File: config.mk
export PLATFORM = sky130hd
export DESIGN_NAME = pixel_word_time_extender_top
export DESIGN_NICKNAME = d
export VERILOG_FILES = /design/src/design/pwte_pkg.sv /design/src/design/pixel_word_time_extender_top.sv /design/src/design/pwte_front.sv /design/src/design/pwte_wrap.sv
export SDC_FILE = /design/constraint.sdc
export NUM_CORES = 1
export LEC_CHECK = 0
export ABC_AREA = 1
export BUFFER_PORTS_ARGS = -buffer_cell sky130_fd_sc_hd__buf_2
export CAP_MARGIN = 10
export CORE_UTILIZATION = 60
export DETAILED_ROUTE_END_ITERATION = 6
export GPL_ROUTABILITY_DRIVEN = 0
export PLACE_DENSITY = 0.88
export REMOVE_ABC_BUFFERS = 1
export SKIP_CTS_REPAIR_TIMING = 1
export SYNTH_ARGS = -nofsm -noshare
export SYNTH_HDL_FRONTEND = slang
export SYNTH_SLANG_ARGS = --single-unit
File: constraint.sdc
create_clock -name clk -period 29.2 [get_ports clk]
set_clock_uncertainty 0.1 [all_clocks]
set_input_delay 5.84 -clock clk [delete_from_list [all_inputs] [get_ports clk]]
set_output_delay 5.84 -clock clk [all_outputs]
set_load 0.005 [all_outputs]
File: src/design/pwte_pkg.sv
// Shared types and constants for the pixel word time extender.
`default_nettype none

package pwte_pkg;

	localparam int WORD_W  = 64;
	localparam int DELTA_W = 27;

	localparam logic [1:0] KIND_IGNORED   = 2'd0;
	localparam logic [1:0] KIND_HIT       = 2'd1;
	localparam logic [1:0] KIND_HEARTBEAT = 2'd2;
	localparam logic [1:0] KIND_SECOND_T0 = 2'd3;

	localparam logic [3:0] HDR_HEARTBEAT = 4'h4;
	localparam logic [3:0] HDR_PIXEL_A   = 4'hA;
	localparam logic [3:0] HDR_PIXEL_B   = 4'hB;
	localparam logic [3:0] SUB_TIME_LOW  = 4'h4;
	localparam logic [3:0] SUB_TIME_HIGH = 4'h5;

	localparam logic [DELTA_W-1:0] DELTA_T0_RESET = 27'd1000000;

	// 6 s expressed in sync ticks (4096 * 40 ticks per microsecond)
	localparam logic [WORD_W-1:0] CLEAR_LIMIT = 64'd983040000000;

	// wrap window is 2^42 ticks, centered tolerance 2^41
	localparam logic [WORD_W-1:0] WRAP_HALF = 64'h0000_0200_0000_0000;

	typedef struct packed {
		logic [1:0] kind;
		logic [7:0] column;
		logic [7:0] row_index;
		logic [9:0] tot_count;
	} hit_t;

	// t * 1000, modulo 2^64
	function automatic logic [WORD_W-1:0] times_1000(input logic [WORD_W-1:0] t);
		times_1000 = (t << 10) - (t << 4) - (t << 3);
	endfunction

	// (p / 4096) * 25, modulo 2^64
	function automatic logic [WORD_W-1:0] to_ps(input logic [WORD_W-1:0] p);
		logic [WORD_W-1:0] q;
		q = p >> 12;
		to_ps = (q << 4) + (q << 3) + q;
	endfunction

endpackage

`default_nettype wire

File: src/design/pixel_word_time_extender_top.sv
// Top level: stream ports, pipeline control and stage registers.
`default_nettype none

// One result per readout word, in order. A word is taken every cycle when the
// output side keeps up; a result passes input register, decode, wrap correction,
// scale by 1000 and scale to ps in turn. The sync-time state is updated as a
// word leaves the input register, so each word sees all heartbeats before it.
// The user must write the jump limit with cfg_we while idle; no check enforces it.
module pixel_word_time_extender_top (
	input  wire logic        clk,
	input  wire logic        arst_n,
	input  wire logic        cfg_we,
	input  wire logic [26:0] cfg_data,
	input  wire logic        s_axis_tvalid,
	output logic             s_axis_tready,
	input  wire logic [63:0] s_axis_tdata,  // [63:0] packet_word
	output logic             m_axis_tvalid,
	input  wire logic        m_axis_tready,
	output logic [95:0]      m_axis_tdata,  // [7:0] column, [15:8] row_index,
	                                        // [25:16] tot_count, [89:26] hit_time_ps, zero fill
	output logic [1:0]       m_axis_tuser   // [1:0] kind
);
	import pwte_pkg::*;

	logic en_out, en4, en3, en2, en1;
	logic v1_q, v2_q, v3_q, v4_q, vo_q;

	logic [WORD_W-1:0] word_s1;
	hit_t              hit_s2, hit_s3, hit_s4, hit_c;
	logic [WORD_W-1:0] t_s2, sync_s2, t_s3, p_s4;
	logic [WORD_W-1:0] t_c, sync_c, fixed_c;
	logic [95:0]       out_data_q;
	logic [1:0]        out_kind_q;

	// each stage moves when the next one is empty or moving
	assign en_out = !vo_q || m_axis_tready;
	assign en4    = !v4_q || en_out;
	assign en3    = !v3_q || en4;
	assign en2    = !v2_q || en3;
	assign en1    = !v1_q || en2;

	assign s_axis_tready = en1;
	assign m_axis_tvalid = vo_q;
	assign m_axis_tdata  = out_data_q;
	assign m_axis_tuser  = out_kind_q;

	pwte_front u_front (
		.clk      (clk),
		.arst_n   (arst_n),
		.cfg_we   (cfg_we),
		.cfg_data (cfg_data),
		.fire     (v1_q && en2),
		.word     (word_s1),
		.hit      (hit_c),
		.hit_time (t_c),
		.sync_now (sync_c)
	);

	pwte_wrap u_wrap (
		.hit_time   (t_s2),
		.sync_time  (sync_s2),
		.fixed_time (fixed_c)
	);

	always_ff @(posedge clk or negedge arst_n) begin
		if (!arst_n) begin
			v1_q <= 1'b0;
			v2_q <= 1'b0;
			v3_q <= 1'b0;
			v4_q <= 1'b0;
			vo_q <= 1'b0;
		end else begin
			if (en1) begin
				v1_q <= s_axis_tvalid;
			end
			if (en2) begin
				v2_q <= v1_q;
			end
			if (en3) begin
				v3_q <= v2_q;
			end
			if (en4) begin
				v4_q <= v3_q;
			end
			if (en_out) begin
				vo_q <= v4_q;
			end
		end
	end

	always_ff @(posedge clk) begin
		if (en1) begin
			word_s1 <= s_axis_tdata;
		end
		if (en2) begin
			hit_s2  <= hit_c;
			t_s2    <= t_c;
			sync_s2 <= sync_c;
		end
		if (en3) begin
			hit_s3 <= hit_s2;
			t_s3   <= fixed_c;
		end
		if (en4) begin
			hit_s4 <= hit_s3;
			p_s4   <= times_1000(t_s3);
		end
		if (en_out) begin
			out_kind_q <= hit_s4.kind;
			// time is reported only for hits
			out_data_q <= {6'd0,
				(hit_s4.kind == KIND_HIT) ? to_ps(p_s4) : {WORD_W{1'b0}},
				hit_s4.tot_count, hit_s4.row_index, hit_s4.column};
		end
	end

endmodule

`default_nettype wire

File: src/design/pwte_front.sv
// Word decode, heartbeat sync-time state and raw hit time assembly.
`default_nettype none

module pwte_front (
	input  wire logic                              clk,
	input  wire logic                              arst_n,
	input  wire logic                              cfg_we,
	input  wire logic [pwte_pkg::DELTA_W-1:0]      cfg_data,
	input  wire logic                              fire,
	input  wire logic [pwte_pkg::WORD_W-1:0]       word,
	output pwte_pkg::hit_t                         hit,
	output logic      [pwte_pkg::WORD_W-1:0]       hit_time,
	output logic      [pwte_pkg::WORD_W-1:0]       sync_now
);
	import pwte_pkg::*;

	logic [DELTA_W-1:0] delta_q;
	logic [WORD_W-1:0]  sync_q;
	logic [WORD_W-1:0]  prev_q;
	logic               cleared_q;

	logic [3:0]        hdr;
	logic [3:0]        sub;
	logic              hb_ok;
	logic              is_pixel;
	logic [WORD_W-1:0] sync_lo;
	logic [WORD_W-1:0] sync_hi;
	logic [WORD_W-1:0] scaled_delta;
	logic              clear_now;
	logic              jump_back;
	logic [3:0]        phase;

	assign hdr      = word[63:60];
	assign sub      = word[59:56];
	assign hb_ok    = (word[55:48] == 8'd0) && ((sub == SUB_TIME_LOW) || (sub == SUB_TIME_HIGH));
	assign is_pixel = cleared_q && ((hdr == HDR_PIXEL_A) || (hdr == HDR_PIXEL_B));

	assign sync_lo = {sync_q[63:44], word[47:16], 12'd0};
	assign sync_hi = {4'd0, word[31:16], sync_q[43:0]};

	// jump limit * 163840 = (limit << 17) + (limit << 15)
	assign scaled_delta = {20'd0, delta_q, 17'd0} + {22'd0, delta_q, 15'd0};
	assign clear_now    = !cleared_q && (sync_hi < CLEAR_LIMIT);
	assign jump_back    = (sync_hi + scaled_delta) < prev_q;

	assign phase = word[56:53] - 4'd1;

	always_comb begin
		hit = '0;
		if (hdr == HDR_HEARTBEAT) begin
			if (hb_ok) begin
				if (sub == SUB_TIME_HIGH && !clear_now && jump_back) begin
					hit.kind = KIND_SECOND_T0;
				end else begin
					hit.kind = KIND_HEARTBEAT;
				end
			end
		end else if (is_pixel) begin
			hit.kind      = KIND_HIT;
			hit.column    = {word[59:53], word[46]};
			hit.row_index = {word[52:47], word[45:44]};
			hit.tot_count = word[29:20];
		end
	end

	assign hit_time = {sync_q[63:42], word[15:0], word[43:30], ~word[19:16], 8'd0}
		+ {52'd0, phase, 8'd0};
	assign sync_now = sync_q;

	always_ff @(posedge clk or negedge arst_n) begin
		if (!arst_n) begin
			delta_q <= DELTA_T0_RESET;
		end else if (cfg_we) begin
			delta_q <= cfg_data;
		end
	end

	always_ff @(posedge clk or negedge arst_n) begin
		if (!arst_n) begin
			sync_q    <= '0;
			prev_q    <= '0;
			cleared_q <= 1'b0;
		end else if (fire && hdr == HDR_HEARTBEAT && hb_ok) begin
			if (sub == SUB_TIME_LOW) begin
				sync_q <= sync_lo;
			end else begin
				sync_q <= sync_hi;
				if (clear_now) begin
					cleared_q <= 1'b1;
					prev_q    <= sync_hi;
				end else if (!jump_back) begin
					prev_q <= sync_hi;
				end
			end
		end
	end

endmodule

`default_nettype wire

File: src/design/pwte_wrap.sv
// Pixel-clock wrap correction of the raw hit time against the sync time.
`default_nettype none

module pwte_wrap (
	input  wire logic [pwte_pkg::WORD_W-1:0] hit_time,
	input  wire logic [pwte_pkg::WORD_W-1:0] sync_time,
	output logic      [pwte_pkg::WORD_W-1:0] fixed_time
);
	import pwte_pkg::*;

	logic [WORD_W-1:0] diff;
	logic [WORD_W-1:0] rounded;
	logic              too_far;

	assign diff    = sync_time - hit_time;
	// diff - 2^41 + (2^42 - 1) == sync + ~t + 2^41
	assign rounded = sync_time + ~hit_time + WRAP_HALF;
	assign too_far = !diff[63] && (diff > WRAP_HALF);

	// advance the upper part by whole 2^42 periods
	assign fixed_time = too_far
		? {hit_time[63:42] + rounded[63:42], hit_time[41:0]}
		: hit_time;

endmodule

`default_nettype wire
==> impl_metrics.yaml <==
timing:
  period_needed_ps: 14440
  hold_ws_ps: 313
  slew_headroom_pct: 19.8
  fin_crit_sh_pct: 49.5
  fmax_mhz: 69.3
  setup_viol_count_final: 0
  rsz0062_at_grt: "false"
  tns_ps: 0
  slew_violations: 0
  hold_violations: 0
  tightest_slew_ps: 1200
setup_path:
  critical_path.slowest_cell: "nor2_1"
  path_cells: "buf_2 -> nor2_1 -> clkinv_2 -> nor2_1 -> clkinv_2 -> nor2_1 -> clkinv_2 -> nor2_1 -> nand2_2 -> buf_4 -> buf_2"
  arrival_ps: 8500
  endpoint_kind: "output port"
  path_common_cell: "nor2_1"
  cp_data_required_time_ps: 23260
  start_kind: "input port"
  slowest_delay_ps: 400
  crit_type: "in -> out"
  crit_fanout: 66
pwr:
  cellLeakagePower_nw: 22.0
  cellPowerDensity_nw_per_um2: 114
  max-vdd-ir-drop_uv: 85.4
detailed_routing:
  routedWlPerCell_um: 18.3
  num_vias: 36900
  drt_first_pass_iters: 7
  viasPerCell: 5.85
  routed_wl_mm: 115
  final_antenna_net_count: 0
  drt_iter0_markers: 4010
  drc: 15
floorplan:
  ios: 196
  die_area_um2: 71900
  num_rows: 97
  design.core.area_um2: 70000
  start_util_pct: 60.7
  die_h_um: 268
  fp.dieW_um: 268
logic_synthesis:
  synth_top_area_cell: "edfxtp_1"
  ys_ff_latch: 568
  synth_area_leaders: "edfxtp_1 31%, ha_1 9.9%, nand2_1 9.8%, inv_1 8.0%, dfrtp_1 7.2%"
  netlist_area_um2: 42500
  synth_edf_count: 439
  async_flop_share_pct: 22.7
  yosys_warnings: 0
  syn_inst: 5120
  synth.avg_cell_area_um2: 8.30
  ys_seq_area_share_pct: 38.7
  yosys.area.top_type_share_pct: 31.0
  synth_ff_type: "edfxtp_1"
  yosysUniqueCellTypes: 63
global_routing:
  grt_pass1_wl_mm: 181
  antenna_found_initial: 2
  gr-total-overflow: 0
  grt_pass1_vias: 36200
  grt_start_max_net_pins: 74
  grt_use_total_pct: 32.2
final_layout:
  antennaDiodeCount: 0
  num-fill-cells: 5227
  nets: 5903
  finalNonFillerCells: 6315
  layout-drive-gt1-share_pct: 7.03
  syn_to_final_growth_pct: 9.26
clock_network:
  clock-sinks: 568
  htree_levels: 2
  cts_root_buffer: "clkbuf_16"
  clockBufferDepth: 3
  cts_tree: "built"
  cts_buffers: 56
  clkTransAtPathRegs_ps: 70
  insertion_delay_ps: 670
min_path:
  worstHoldPathType: "reg -> reg"
place:
  place_inst: 6208
  hpwl_mm: 88.3
  numPortBuffers: 182
run:
  cap_viol_max_count: 0
outcome:
  status: "complete, but fails checks"
  violations: "design-rule violations"
==> per-stage QoR <==
stage	total power (W)	util, %	cell area [um^2]	setup slack (ps)
5_1_grt	0.00572	66.3	46400	14580
3_3_place_gp	0.00428	63.4	44400	14990
2_1_floorplan	0.00360	-	42200	10520
4_1_cts	0.00520	66.3	46400	14750
3_5_place_dp	0.00439	63.4	44400	14800
6_report	0.00528	66.3	46400	14760
==> placed cells by master (no fill, tap or decap), types with 5 or more instances in the layout <==
master and count:
inv_1 898, xor2_1 152, nor2_2 12, o31ai_1 9
a31oi_1 47, dfstp_2 7, nor3_1 69, a211oi_1 7
edfxtp_1 439, clkinv_2 17, clkbuf_8 5, mux2_2 26
fa_1 143, nand4_1 89, xnor2_1 57, nand3_2 9
clkbuf_16 57, conb_1 13, a21boi_0 16, clkinv_1 5
o21ai_0 279, buf_2 181, clkinvlp_4 5, nand3_1 194
a221oi_1 6, a21o_1 18, bufinv_16 7, nand3b_1 10
o21a_1 22, nand2_2 8, nor2_1 496, nand2_1 1105
nor4_1 25, a21oi_1 366, o21bai_1 33, o211ai_1 15
buf_4 12, ha_1 337, dfrtp_1 122
==> state kept, by name, summed over array words and instances (netlist names) <==
register and count:
word_s1 64, v4_q 1, hit_s3 28, u_front.prev_q 48, m_axis_tdata 83, v2_q 1, v1_q 1, v3_q 1
p_s4 52, hit_s4 28, u_front.delta_q 27, hit_s2 28, t_s2 53, m_axis_tuser 2, t_s3 53, u_front.cleared_q 1
sync_s2 48, m_axis_tvalid 1, u_front.sync_now 48
==> kinds of logic (layout without fill, tap and decap cells) <==
logic type / count (synthesis) / count (layout) / synth area share, %
other cells: 1 / 13 / 0.00883
mux: 26 / 26 / 0.689
compound gates: 840 / 840 / 11.0
buf+inv: 961 / 1204 / 8.73
xor+xnor: 209 / 209 / 4.31
simple gates: 2035 / 2035 / 20.0
fa+ha+maj: 480 / 480 / 16.7
flops: 568 / 568 / 38.7
==> worst max-delay path, delay by kind of cell <==
family / cells / cell delay, ps
simple gates: 5 / 1090
buf+inv: 6 / 1550
==> routing by layer <==
layer  part of all wire [%]  vias up  wire, um  global-route usage [%]
met5                      0        -         0                       0
met4                    7.8        0      8980                    22.1
met3                    9.9      583     11500                    5.31
met2                     47     2186     54000                    54.3
met1                     36    16900     41000                    37.7
li1                       -    17300         -                       -
==> power breakdown <==
part           switching [W]  leakage, nW  internal, W
clock               0.000333        0.970     0.000437
combinational        0.00209         14.8      0.00113
sequential          0.000143         6.23      0.00115
==> final timing paths <==
path,startpoint,endpoint,slack [ps],cells past startpoint
worst min-delay path,hit_s3[8]$_DFFE_PP_,hit_s4[8]$_DFFE_PP_,310,0
min in group asynchronous,arst_n,v4_q$_DFFE_PN0P_,5190,1
max in group asynchronous,arst_n,u_front.sync_now[34]$_DFFE_PN0P_,22460,2
worst min register to register,hit_s3[8]$_DFFE_PP_,hit_s4[8]$_DFFE_PP_,310,0
worst max-delay path,m_axis_tready,s_axis_tready,14760,11
worst max register to register,u_front.delta_q[2]$_DFFE_PN0P_,u_front.prev_q[30]$_DFFE_PN0P_,21130,34
==> final cells by class <==
cell class / count / area, um^2 / area share (%)
multi-input combinational: 3603 / 22400 / 48.3
sequential: 568 / 16400 / 35.4
inverter: 905 / 3400 / 7.33
clock buffer: 66 / 1510 / 3.25
tap: 940 / 1180 / 2.53
timing repair buffer: 193 / 996 / 2.15
clock inverter: 40 / 484 / 1.04
==> synthesized netlist by cell type, types with 15 or more instances <==
master / instances
mux2_2: 26
o21bai_1: 33
nand2_1: 1106
dfrtp_1: 122
nor3_1: 69
nand4_1: 89
a21boi_0: 16
clkbuf_1: 25
a21o_1: 18
inv_1: 902
xor2_1: 152
fa_1: 143
ha_1: 337
o211ai_1: 15
a31oi_1: 47
edfxtp_1: 439
xnor2_1: 57
nor4_1: 25
nand3_1: 195
a21oi_1: 366
nor2_1: 498
o21ai_0: 279
o21a_1: 22
(Power assumes the default switching activity.)
